===== config.mk =====
export PLATFORM = sky130hd
export DESIGN_NAME = gha_front
export DESIGN_NICKNAME = d
export VERILOG_FILES = /design/src/design/gha_pkg.sv /design/src/design/gha_front.sv
export SDC_FILE = /design/constraint.sdc
export NUM_CORES = 1
export LEC_CHECK = 0
export ABC_AREA = 0
export BUFFER_PORTS_ARGS = -buffer_cell sky130_fd_sc_hd__buf_4
export CAP_MARGIN = 10
export CORE_MARGIN = 3
export CORE_UTILIZATION = 55
export CTS_CLUSTER_DIAMETER = 150
export CTS_CLUSTER_SIZE = 25
export DETAILED_ROUTE_END_ITERATION = 6
export PLACE_DENSITY = 0.83
export SYNTH_ARGS = -nofsm -noshare
export SYNTH_HDL_FRONTEND = slang
export SYNTH_SLANG_ARGS = --single-unit

===== constraint.sdc =====
create_clock -name clk_i -period 4.9 [get_ports clk_i]
set_input_delay 0.49 -clock clk_i [delete_from_list [all_inputs] [get_ports clk_i]]
set_output_delay 0.49 -clock clk_i [all_outputs]
set_load 0.005 [all_outputs]

===== src/design/gha_pkg.sv =====
// gha_pkg: shared types and constants of the generational handle allocator
// depends on nothing; imported by every module of the block
`default_nettype none

package gha_pkg;

  // sizes fixed by the field widths of the handle
  localparam int unsigned SLOTS = 1024;
  localparam int unsigned IDX_W = 10;
  localparam int unsigned GEN_W = 16;
  localparam int unsigned CTX_W = 8;
  localparam int unsigned CNT_W = 11;
  localparam int unsigned CMD_W = 2;

  // command codes on the input
  localparam logic [CMD_W-1:0] CMD_CREATE  = 2'd0;
  localparam logic [CMD_W-1:0] CMD_DESTROY = 2'd1;
  localparam logic [CMD_W-1:0] CMD_CHECK   = 2'd2;

  // first generation of a slot, also the value after wrap
  localparam logic [GEN_W-1:0] FIRST_GEN = GEN_W'(1);

  // operation class decided by the front end
  typedef enum logic [1:0] {
    OP_CREATE,
    OP_DESTROY,
    OP_CHECK,
    OP_NONE
  } op_e;

  // result status codes
  typedef enum logic [1:0] {
    STS_OK      = 2'd0,
    STS_NO_FREE = 2'd1,
    STS_NULL    = 2'd2,
    STS_UNALLOC = 2'd3
  } status_e;

  // back end sequencer states
  typedef enum logic {
    BK_IDLE,
    BK_EXEC
  } bk_state_e;

  // input beat
  typedef struct packed {
    logic [CMD_W-1:0] command;
    logic [CTX_W-1:0] context_tag;
    logic [IDX_W-1:0] slot_index;
    logic [GEN_W-1:0] generation;
  } gha_in_t;

  // result beat
  typedef struct packed {
    logic [IDX_W-1:0] out_index;
    logic [GEN_W-1:0] out_generation;
    logic [CTX_W-1:0] out_context;
    logic             is_valid;
    logic [CNT_W-1:0] live_count;
    status_e          status;
  } gha_out_t;

  // classified command passed from front to back
  typedef struct packed {
    op_e              op;
    logic             null_gen;
    logic [IDX_W-1:0] idx;
    logic [GEN_W-1:0] gen;
    logic [CTX_W-1:0] ctx;
  } gha_cmd_t;

endpackage

`default_nettype wire


===== src/design/gha_front.sv =====
// gha_front: accepts input beats, classifies them and holds them in a
// two-entry command queue; depends on gha_pkg
`default_nettype none

module gha_front import gha_pkg::*; (
  input  wire logic     clk_i,
  input  wire logic     rst_ni,
  input  wire logic     push,
  output logic          full,
  input  wire gha_in_t  in_item_i,
  output logic          cmd_valid_o,
  output gha_cmd_t      cmd_o,
  input  wire logic     cmd_pop_i
);

  localparam logic [1:0] QDEPTH = 2'd2;

  gha_cmd_t   q_mem [2];
  logic       wr_ptr_q, wr_ptr_d;
  logic       rd_ptr_q, rd_ptr_d;
  logic [1:0] cnt_q, cnt_d;
  logic       do_push, do_pop;
  gha_cmd_t   cls;

  // classify the incoming command
  always_comb begin
    cls.idx      = in_item_i.slot_index;
    cls.gen      = in_item_i.generation;
    cls.ctx      = in_item_i.context_tag;
    cls.null_gen = (in_item_i.generation == '0);
    unique case (in_item_i.command)
      CMD_CREATE:  cls.op = OP_CREATE;
      CMD_DESTROY: cls.op = OP_DESTROY;
      CMD_CHECK:   cls.op = OP_CHECK;
      default:     cls.op = OP_NONE;
    endcase
  end

  // queue handshake
  assign full        = (cnt_q == QDEPTH);
  assign cmd_valid_o = (cnt_q != 2'd0);
  assign cmd_o       = q_mem[rd_ptr_q];
  assign do_push     = push && !full;
  assign do_pop      = cmd_pop_i && cmd_valid_o;

  // pointer and fill count update
  always_comb begin
    wr_ptr_d = do_push ? ~wr_ptr_q : wr_ptr_q;
    rd_ptr_d = do_pop ? ~rd_ptr_q : rd_ptr_q;
    cnt_d    = cnt_q;
    if (do_push && !do_pop) begin
      cnt_d = cnt_q + 2'd1;
    end else if (do_pop && !do_push) begin
      cnt_d = cnt_q - 2'd1;
    end
  end

  always_ff @(posedge clk_i or negedge rst_ni) begin
    if (!rst_ni) begin
      wr_ptr_q <= 1'b0;
      rd_ptr_q <= 1'b0;
      cnt_q    <= 2'd0;
    end else begin
      wr_ptr_q <= wr_ptr_d;
      rd_ptr_q <= rd_ptr_d;
      cnt_q    <= cnt_d;
    end
  end

  // queue storage
  always_ff @(posedge clk_i) begin
    if (do_push) begin
      q_mem[wr_ptr_q] <= cls;
    end
  end

endmodule

`default_nettype wire


==> run metrics <==
Die H=79.8 um; total power=2.25 mW; DP Wirelength=3200 um; pwr/cell area=580 nW/um2; Slew @ Worst Pin=1.06 ns; synthesized area per cell=21.2 um2; layout cell share with drive strength beyond 1=57.8%; Setup WS post-layout=2.43 ns; CTS tree=built; cts bufs inserted=9; register area=2320 um2; Mapped Nets=182; worst hold slack=0.330 ns; vias per cell=5.09; Mapped Cells=141; CP arrival=1.98 ns; Max Cap Viol=0; CTS HTree Levels=3; Layout Utilization=74.9%; DR WL/cell=17.1 um; nets=266; hold depth=1; minimum clock period=2.47 ns; setup TNS=0 ns; post-cts resize count=0; r2r worst-path depth=3; Setup crit end kind=output port; area of the multi-input gates=624 um2; WP data required=4.41 ns; postcts setup bufs=0; Die ar.=6360 um2; critical path class=register to output port; Post-Layout Inst Area=3880 um2; final hold vios=0; peak supply drop=0.000456 V; crit share post-route=50.4%; Chip Width=79.8 um; Slew Limit Fails=0; Layout fillers=314; Core ar.=5170 um2; Pleak=1.52 nW; CP max FO=38; Critical Path Start Type=register; grt total ovfl=0; initial antenna violation count=0; CTS max path bufs=2; Post-Layout Cell Count=300; initial core utilization=57.8%; Via Count=1526; worst hold path type=input port to register; CTS root buffer=clkbuf_8; Worst slew margin=29.3%; flops & latches, synth=78; Hold-fix buffers, CTS=1; later-pin clock latency in the skew report=0.34 ns; largest net degree at the start of global routing=39; Worst Skew=0.00688 ns; clk slew on worst S/H paths=0.08 ns; post-route ant nets=0; post-synthesis cell area=2990 um2; Seq/Total Area, Yosys=77.6%; fmax=405 MHz; Routability Congestion=0.677; Port Buffers=78; Ys Warns=0; Setup WS pre-CTS=2.79 ns; GR Util All Layers=17.3%; Clock Sinks=78; status=finished, final reports clean; num ports=79; dpl cells=283; diode count=0; 1st-iter DRT viols=96; first-pass GRT wire length=7890 um; synth unique cells=18; DRC viols=0; drt first pass iters=4; Total Wirelength=5120 um; final setup violation count=0; RSZ-0062 raised after global routing=false; area delta synth->final=29.6%; cell row count=26; DP Area=3630 um2; vias in the first global route=1550
==> final cells by class <==
type	count	area share [%]
repair buffers	79	15.4
well taps	70	2.26
clock inverters	6	2.84
multi-input cells	55	16.1
clock buffers	10	3.29
flip-flops and latches	78	59.9
inverters	2	0.194
==> worst max-delay path, stage by stage, from the launching register on <==
cell and delay [ns]:
dfrtp_2 1.05, mux2_2 0.43, buf_4 0.14
==> power breakdown <==
part | switching [mW] | internal, mW
registers | 0.121 | 0.916
clock network | 0.225 | 0.338
logic | 0.234 | 0.414
==> sequential cells by signal (all words and copies together), names as in the netlist <==
register / cells
cnt_q: 2
wr_ptr_q: 1
rd_ptr_q: 1
q_mem: 74
==> placed cells by master, fill, tap and decap left out, drive strengths merged <==
master and instances:
and3 1, and4 1, buf 78, bufinv 3, clkbuf 10, clkinv 1, clkinvlp 2, dfrtp 4
dlygate4sd3 1, edfxtp 74, ha 1, inv 2, mux2 37, nand2 2, nand2b 1, nor2 2
nor4 4, or2 1, xnor2 3, xor2 2
==> synth_stat cells <==
cell type	n	area, um2
nor2_1	2	7.51
or2_1	1	6.26
mux2_4	20	300
xnor2_1	3	26.3
edfxtp_1	74	2220
nor4_1	4	25.0
inv_1	2	7.51
and4_1	1	8.76
dfrtp_1	4	100
buf_2	1	5.00
ha_1	1	12.5
and3_1	1	6.26
nand2b_1	1	6.26
buf_6	3	33.8
clkbuf_1	2	7.51
mux2_2	17	191
nand2_1	2	7.51
xor2_1	2	17.5
==> layer usage <==
layer | GRT usage (%) | vias to the layer above | share of wire, % | wire (um)
met5 | 0 | - | 0 | 0
met4 | 6.08 | 0 | 1.2 | 63
met3 | 6.66 | 12 | 6.7 | 344
met2 | 28.0 | 58 | 50 | 2550
met1 | 21.4 | 742 | 42 | 2160
li1 | - | 714 | - | -
==> worst paths after layout <==
check	slack [ns]	from	endpoint
max in group asynchronous	4.29	rst_ni	rd_ptr_q$_DFFE_PN0P_
worst min register to register	0.50	cnt_q[1]$_DFFE_PN0P_	cnt_q[1]$_DFFE_PN0P_
min in group asynchronous	0.48	rst_ni	cnt_q[1]$_DFFE_PN0P_
worst max-delay path	2.43	rd_ptr_q$_DFFE_PN0P_	cmd_o[34]
worst max register to register	2.96	cnt_q[0]$_DFFE_PN0P_	q_mem[0][18]$_DFFE_PP_
worst min-delay path	0.33	in_item_i[17]	q_mem[0][25]$_DFFE_PP_
==> cells by family after synthesis <==
logic type    after synthesis  synth area share [%]
xor+xnor                    5                  1.46
fa+ha+maj                   1                 0.418
buf+inv                     8                  1.80
flops                      78                  77.6
mux                        37                  16.4
simple gates               12                  2.26
Note: power is estimated with default switching activity, not from simulation.
