**src/design/gha_pkg.sv**
```systemverilog
// gha_pkg: shared types and constants of the generational handle allocator
// depends on nothing; imported by every module of the block
`default_nettype none

package gha_pkg;

  // sizes fixed by the field widths of the handle
  localparam int unsigned SLOTS = 1024;
  localparam int unsigned IDX_W = 10;
  localparam int unsigned GEN_W = 16;
  localparam int unsigned CTX_W = 8;
  localparam int unsigned CNT_W = 11;
  localparam int unsigned CMD_W = 2;

  // command codes on the input
  localparam logic [CMD_W-1:0] CMD_CREATE  = 2'd0;
  localparam logic [CMD_W-1:0] CMD_DESTROY = 2'd1;
  localparam logic [CMD_W-1:0] CMD_CHECK   = 2'd2;

  // first generation of a slot, also the value after wrap
  localparam logic [GEN_W-1:0] FIRST_GEN = GEN_W'(1);

  // operation class decided by the front end
  typedef enum logic [1:0] {
    OP_CREATE,
    OP_DESTROY,
    OP_CHECK,
    OP_NONE
  } op_e;

  // result status codes
  typedef enum logic [1:0] {
    STS_OK      = 2'd0,
    STS_NO_FREE = 2'd1,
    STS_NULL    = 2'd2,
    STS_UNALLOC = 2'd3
  } status_e;

  // back end sequencer states
  typedef enum logic {
    BK_IDLE,
    BK_EXEC
  } bk_state_e;

  // input beat
  typedef struct packed {
    logic [CMD_W-1:0] command;
    logic [CTX_W-1:0] context_tag;
    logic [IDX_W-1:0] slot_index;
    logic [GEN_W-1:0] generation;
  } gha_in_t;

  // result beat
  typedef struct packed {
    logic [IDX_W-1:0] out_index;
    logic [GEN_W-1:0] out_generation;
    logic [CTX_W-1:0] out_context;
    logic             is_valid;
    logic [CNT_W-1:0] live_count;
    status_e          status;
  } gha_out_t;

  // classified command passed from front to back
  typedef struct packed {
    op_e              op;
    logic             null_gen;
    logic [IDX_W-1:0] idx;
    logic [GEN_W-1:0] gen;
    logic [CTX_W-1:0] ctx;
  } gha_cmd_t;

endpackage

`default_nettype wire

```
**src/design/gha_resq.sv**
```systemverilog
// gha_resq: two-entry result queue between the back end and the output
// ports; depends on gha_pkg
`default_nettype none

module gha_resq import gha_pkg::*; (
  input  wire logic     clk_i,
  input  wire logic     rst_ni,
  input  wire logic     push_i,
  input  wire gha_out_t res_i,
  output logic          full_o,
  output logic          empty,
  input  wire logic     pop,
  output gha_out_t      out_item_o
);

  localparam logic [1:0] QDEPTH = 2'd2;

  gha_out_t   q_mem [2];
  logic       wr_ptr_q;
  logic       rd_ptr_q;
  logic [1:0] cnt_q, cnt_d;
  logic       do_push, do_pop;

  // queue handshake
  assign full_o     = (cnt_q == QDEPTH);
  assign empty      = (cnt_q == 2'd0);
  assign out_item_o = q_mem[rd_ptr_q];
  assign do_push    = push_i && !full_o;
  assign do_pop     = pop && !empty;

  // fill count update
  always_comb begin
    cnt_d = cnt_q;
    if (do_push && !do_pop) begin
      cnt_d = cnt_q + 2'd1;
    end else if (do_pop && !do_push) begin
      cnt_d = cnt_q - 2'd1;
    end
  end

  always_ff @(posedge clk_i or negedge rst_ni) begin
    if (!rst_ni) begin
      wr_ptr_q <= 1'b0;
      rd_ptr_q <= 1'b0;
      cnt_q    <= 2'd0;
    end else begin
      if (do_push) begin
        wr_ptr_q <= ~wr_ptr_q;
      end
      if (do_pop) begin
        rd_ptr_q <= ~rd_ptr_q;
      end
      cnt_q <= cnt_d;
    end
  end

  // queue storage
  always_ff @(posedge clk_i) begin
    if (do_push) begin
      q_mem[wr_ptr_q] <= res_i;
    end
  end

endmodule

`default_nettype wire

```
**config.mk**
```make
export PLATFORM = sky130hd
export DESIGN_NAME = gha_resq
export DESIGN_NICKNAME = d
export VERILOG_FILES = /design/src/design/gha_pkg.sv /design/src/design/gha_resq.sv
export SDC_FILE = /design/constraint.sdc
export NUM_CORES = 1
export LEC_CHECK = 0
export BUFFER_PORTS_ARGS = -buffer_cell sky130_fd_sc_hd__buf_2
export CAP_MARGIN = 10
export CORE_MARGIN = 8
export CORE_UTILIZATION = 50
export CTS_CLUSTER_SIZE = 12
export DETAILED_ROUTE_END_ITERATION = 6
export PLACE_DENSITY = 0.77
export SLEW_MARGIN = 10
export SYNTH_ARGS = -nofsm -noshare
export SYNTH_HDL_FRONTEND = slang
export SYNTH_SLANG_ARGS = --single-unit
```
**constraint.sdc**
```tcl
create_clock -name clk_i -period 3.7 [get_ports clk_i]
set_input_delay 0.185 -clock clk_i [delete_from_list [all_inputs] [get_ports clk_i]]
set_output_delay 0.185 -clock clk_i [all_outputs]
set_load 0.005 [all_outputs]
```
==> run_results.csv, run 1 <==
group,metric,value,unit
worst_setup_path,cp_data_required_time,3.51,ns
finish,syn2layout_area_growth,22.9,%
routing,drcViolationCount,0,
timing,final_report_max_slew_violation_count,0,
finish,final_layout_size_suffix_gt1_share,58.9,%
finish,multi_input_area,676,µm²
floorplan,fp.dieArea,10400,µm²
finish,nNetsFinal,335,
pwr,peakVddDrop,0.000434,V
routing,drt_pre_antenna_iters,4,
run,timing.max_cap.violations,0,
worst_setup_path,r2r.worst_path.cells,4,
worst_hold_path,worst_hold_startpoint,"res_i[29]",
worst_setup_path,worst_path_largest_cell_delay,0.84,ns
pwr,power-per-cell-area,720,nW/µm²
worst_setup_path,worstPathCellList,"buf_4 > mux2_2 > buf_2",
pwr,pwr-share-comb,28.5,%
timing,worst_slew_pin_slew,1.13,ns
cts,worst_setup_hold_path_clk_slew,0.09,ns
floorplan,die-width,102,µm
cts,clkLatencyLatePin,0.35,ns
timing,timing.final.crit_share,62.3,%
floorplan,initial_utilization,51.4,%
logic_synthesis,synth.yosys.warnings,0,
floorplan,row_count,31,
placement,placed_cells,365,
finish,diodes,0,
floorplan,floorplan.io_pins,102,
timing,fin_skew,0.00619,ns
run_status,outcome,"completed",
worst_setup_path,crit_start_category,"register",
global_route,antenna_found_initial,0,
finish,layout.cells.most_common,"buf_2",
pwr,cell_internal_pwr,2.37,mW
global_route,grtUsageTotal,12.7,%
routing,ant_nets,0,
worst_setup_path,worstReg2RegStart,"cnt_q[0]",
timing,fin_tns_setup,0,ns
routing,viasPerCell,4.86,
timing,final_number_of_hold_violating_endpoints,0,
timing,setup_violations,0,
cts,hold_buf_cts,1,
routing,drt-wirelength-per-cell,16.8,µm
finish,layout_common_cells,"buf_2, edfxtp_1, mux2_2",
finish,post_layout_nonfiller_instances,386,
pwr,power_switching,0.909,mW
cts,post_cts_buffers,0,
cts,clockRootBuffer,"clkbuf_8",
routing,drt_iter0_drc,38,
timing,period_needed,2.31,ns
cts,tritoncts_num_sinks,100,
worst_setup_path,worst_ep_arrival_time,2.12,ns
logic_synthesis,postSynthNetCount,221,
logic_synthesis,yosys_register_bits,100,
placement,portBuffers,101,
worst_setup_path,path_class,"reg -> out",
pwr,p_leak,1.75,nW
logic_synthesis,synth.area.top_cells,"edfxtp_1, mux2_2, mux2_4, dfrtp_1, xnor2_1",
global_route,grt_first_pass_wirelength,9960,µm
cts,cts-root-to-sink-buffers,2,
worst_hold_path,min_path_type,"in -> reg",
finish,fill_cells,553,
routing,vias,1877,
routing,totalWireLength,6470,µm
cts,tritoncts,"done",
worst_setup_path,endpoint_kind,"output port",
global_route,first_global_vias,2110,
global_route,total_global_routing_overflow,0,
worst_setup_path,worst_path_max_delay_cell,"dfrtp_2",
logic_synthesis,netlist.top_cell.by_area,"edfxtp_1",
timing,rsz0062_at_grt,"false",
logic_synthesis,postSynthAreaPerCell,22.1,µm²
worst_setup_path,setup.worst_path.start,"rd_ptr_q",
placement,place_congestion,0.695,
pwr,p_sw_share,27.7,%
timing,max_clock_freq,0.434,GHz
pwr,power.share.clock,20.1,%
floorplan,core_area,7210,µm²
placement,detailedPlacementHpwl,4420,µm
floorplan,die-height,102,µm
global_route,pin_count_of_the_biggest_net_entering_global_routing,49,
timing,timing.max_slew.rel_slack,24.8,%
worst_setup_path,path_max_fanout,32,
cts,numCtsBuffers,9,
logic_synthesis,synth.distinct_cells,16,
logic_synthesis,synthCells,168,
cts,postCtsResizedCells,0,
worst_hold_path,holdPathStages,1,
logic_synthesis,synth_top_area_share,77.8,%
logic_synthesis,synth_area,3710,µm²
pwr,sequential_power_share,51.4,%
finish,final-seq-area,2980,µm²
cts,cts-htree-levels,3,
logic_synthesis,synth.yosys.seq_area_share,80.5,%
-- registers in the layout, summed over array words and instances (netlist names) --
| name | flops |
|---|---|
| cnt_q | 2 |
| q_mem | 96 |
| rd_ptr_q | 1 |
| wr_ptr_q | 1 |
-- cell usage after synthesis --
library cell  count
xnor2_1           3
mux2_2           38
nand2_1           1
edfxtp_1         96
and3_1            1
ha_1              1
dfrtp_1           4
nand2b_1          1
buf_6             1
buf_4             3
o21ai_0           1
buf_8             1
nor2_1            3
inv_1             2
xor2_1            2
mux2_4           10
-- layer usage --
metal	track usage (%)	wire [µm]	vias up
met5	0	0	-
met4	5.08	99	0
met3	5.04	636	10
met2	20.3	2940	80
met1	15.1	2790	905
li1	-	-	882
-- cell type report --
class                      instances  share of cell area [%]
sequential                       100                    65.5
clock inverter                     7                    1.48
inverter                           2                   0.165
multi-input combinational         61                    14.8
clock buffer                       9                    2.72
tap                               99                    2.72
timing repair buffer             108                    12.5
-- critical path: cells and delay by family (launching register included) --
family,cells,cell delay (ns)
multiplexers,1,0.38
flip-flops,1,0.84
buffers and inverters,2,0.54
-- cells by family (layout without fill, tap and decap cells) --
group | after synthesis | in the layout | share of synthesized area, %
DFF | 100 | 100 | 80.5
muxes | 48 | 48 | 15.6
buffers and inverters | 7 | 126 | 1.52
and+or+nand+nor | 6 | 6 | 0.743
xor gates and xnor gates | 5 | 5 | 1.18
adders and majority gates | 1 | 1 | 0.338
AOI/OAI and AO/OA | 1 | 1 | 0.135
-- metrics by stage --
stage	worst slack (ns)	util (%)	power [mW]	hold WS, ns	cell area (µm²)
6_report	1.39	63.1	3.28	0.0195	4550
5_1_grt	1.24	63.1	3.46	-0.00234	4550
4_1_cts	1.32	62.6	3.33	0.00318	4510
3_5_place_dp	1.47	59.8	2.67	-0.00523	4310
3_3_place_gp	1.56	59.8	2.65	-0.00485	4310
2_1_floorplan	0.587	-	2.30	-0.111	3710
-- worst paths after layout --
check                                endpoint  slack, ns
worst max-delay path            out_item_o[6]       1.39
worst min-delay path             q_mem[1][29]       0.02
worst max register to register    q_mem[0][6]       1.54
worst min register to register       cnt_q[1]       0.52
max in group asynchronous            rd_ptr_q       3.40
min in group asynchronous            cnt_q[1]       0.17
-- power groups by stage --
stage	logic (mW)	registers (mW)	clock network (mW)
6_report	0.933	1.69	0.659
5_1_grt	1.02	1.72	0.723
4_1_cts	0.958	1.69	0.679
3_5_place_dp	0.951	1.72	0
3_3_place_gp	0.942	1.70	0
2_1_floorplan	0.658	1.64	0
Power figures use the tool's default switching activity.
==> run 2: changes to the inputs <==
--- a/config.mk
+++ b/config.mk
@@ -8,10 +8,10 @@
 export BUFFER_PORTS_ARGS = -buffer_cell sky130_fd_sc_hd__buf_2
 export CAP_MARGIN = 10
 export CORE_MARGIN = 8
-export CORE_UTILIZATION = 50
+export CORE_UTILIZATION = 46
 export CTS_CLUSTER_SIZE = 12
 export DETAILED_ROUTE_END_ITERATION = 6
-export PLACE_DENSITY = 0.77
+export PLACE_DENSITY = 0.74
 export SLEW_MARGIN = 10
 export SYNTH_ARGS = -nofsm -noshare
 export SYNTH_HDL_FRONTEND = slang
==> constraint.sdc (replaced) <==
create_clock -name clk_i -period 1.9 [get_ports clk_i]
set_input_delay 0.095 -clock clk_i [delete_from_list [all_inputs] [get_ports clk_i]]
set_output_delay 0.095 -clock clk_i [all_outputs]
set_load 0.005 [all_outputs]
==> run_results.csv, run 2 (same netlist as run 1, synthesis figures left out) <==
group,metric,value,unit
pwr,sequential_power_share,46.8,%
timing,fin_skew,0.00571,ns
finish,final_core_utilization,65.4,%
pwr,peakVddDrop,0.000848,V
timing,final_report_max_slew_violation_count,0,
floorplan,fp.dieArea,11200,µm²
global_route,pin_count_of_the_biggest_net_entering_global_routing,49,
routing,drt-wirelength-per-cell,16.1,µm
floorplan,floorplan.io_pins,102,
routing,vias,2035,
pwr,pwr-share-comb,31.1,%
worst_setup_path,path_max_fanout,26,
timing,timing.final.crit_share,89.0,%
floorplan,row_count,32,
finish,biggest_regs,"q_mem x96, cnt_q x2",
cts,worst_setup_hold_path_clk_slew,0.09,ns
finish,largest-register,"q_mem",
finish,layout.cells.most_common,"buf_2",
cts,tritoncts,"done",
run_status,outcome,"completed",
placement,portBuffers,101,
placement,detailed_place.area,4360,µm²
finish,final_layout_size_suffix_gt1_share,51.7,%
finish,nNetsFinal,381,
routing,viasPerCell,4.68,
finish,syn2layout_area_growth,37.0,%
routing,drcViolationCount,0,
finish,multi_input_area,676,µm²
timing,max_clock_freq,0.591,GHz
cts,hold_buf_cts,49,
cts,clockRootBuffer,"clkbuf_8",
cts,numCtsBuffers,9,
worst_setup_path,crit_start_category,"register",
finish,layout.cell_area.non_filler,5080,µm²
routing,drt_iter0_drc,96,
finish,fill_cells,547,
global_route,antenna_found_initial,0,
placement,place_congestion,0.652,
worst_setup_path,cp_data_required_time,1.80,ns
pwr,p_sw_share,27.5,%
floorplan,die-width,106,µm
cts,postCtsResizedCells,0,
pwr,cell_internal_pwr,4.89,mW
global_route,grtUsageTotal,12.8,%
worst_hold_path,min_path_type,"in -> async",
routing,drt_pre_antenna_iters,4,
floorplan,core_area,7770,µm²
timing,timing.max_slew.rel_slack,75.0,%
cts,cts-htree-levels,3,
worst_setup_path,path_class,"reg -> out",
timing,fin_tns_setup,0,ns
worst_setup_path,worst_ep_arrival_time,1.60,ns
global_route,total_global_routing_overflow,0,
placement,detailedPlacementHpwl,4540,µm
finish,final-seq-area,2980,µm²
finish,number_of_flip_flops_in_the_largest_register,96,
timing,rsz0062_at_grt,"false",
cts,post_cts_buffers,0,
cts,cts-root-to-sink-buffers,2,
routing,totalWireLength,6990,µm
pwr,power_switching,1.85,mW
run,timing.max_cap.violations,0,
timing,setup_violations,0,
finish,diodes,0,
pwr,power.share.clock,22.0,%
cts,clkLatencyLatePin,0.35,ns
timing,final_number_of_hold_violating_endpoints,0,
floorplan,die-height,106,µm
global_route,first_global_vias,2270,
routing,ant_nets,0,
finish,layout_common_cells,"buf_2, edfxtp_1, dlygate4sd3_1",
floorplan,initial_utilization,47.7,%
timing,worst_slew_pin_slew,0.376,ns
timing,period_needed,1.69,ns
pwr,p_leak,1.97,nW
global_route,grt_first_pass_wirelength,11200,µm
pwr,power-per-cell-area,1330,nW/µm²
worst_setup_path,endpoint_kind,"output port",
cts,tritoncts_num_sinks,100,
## run 2: cell types whose count changed in the layout (fill, tap and decap cells not counted)
cell	delta
buf_12	+2
clkinv_4	-1
clkinv_1	-1
inv_8	+2
clkinv_2	-2
bufinv_16	+1
dlygate4sd3_1	+44
inv_6	+1
## run 2: power groups by stage
stage	Clock, mW	Sequential (mW)	Combinational [mW]
2_1_floorplan	0	3.17	1.29
3_3_place_gp	0	3.17	2.06
3_5_place_dp	0	3.21	2.07
4_1_cts	1.54	3.16	2.15
5_1_grt	1.61	3.20	2.29
6_report	1.48	3.16	2.10
## run 2: worst paths after layout
| kind | from | endpoint | slack (ns) | depth (start not counted) |
|---|---|---|---|---|
| setup / recovery | rd_ptr_q | out_item_o[16] | 0.21 | 3 |
| hold / removal | rst_ni | cnt_q[1] | 0.07 | 2 |
| setup reg to reg | cnt_q[0] | cnt_q[1] | 0.33 | 7 |
| hold reg to reg | cnt_q[1] | cnt_q[1] | 0.52 | 1 |
| max in group asynchronous | rst_ni | rd_ptr_q | 1.69 | 2 |
| min in group clk_i | pop | rd_ptr_q | 0.10 | 3 |
## run 2: through the flow
step           std cells  setup WS (ns)  power, mW  hold WS [ns]
5_1_grt              435          0.137       7.11        0.0473
2_1_floorplan        168          0.101       4.47        -0.201
6_report             435          0.209       6.74        0.0716
4_1_cts              435          0.177       6.85        0.0488
3_3_place_gp         370          0.421       5.23       -0.0955
3_5_place_dp         370          0.340       5.28       -0.0869
## run 2: layout make-up
type / instances / share of cell area (%)
clock buffers: 9 / 2.44
clock inverters: 7 / 2.10
inverters: 2 / 0.148
multi-input cells: 61 / 13.3
flip-flops and latches: 100 / 58.8
well taps: 102 / 2.51
repair buffers: 154 / 20.7
## run 2: metal layers
metal | up-vias | routed length (µm) | GRT usage, %
li1 | 975 | - | -
met1 | 982 | 2800 | 14.4
met2 | 70 | 3580 | 21.8
met3 | 8 | 487 | 4.08
met4 | 0 | 119 | 5.83
met5 | - | 0 | 0
## run 2: worst max-delay path: stages (launching register included)
cell,delay (ns)
dfrtp_2,0.37
buf_4,0.34
mux2_2,0.39
buf_2,0.13
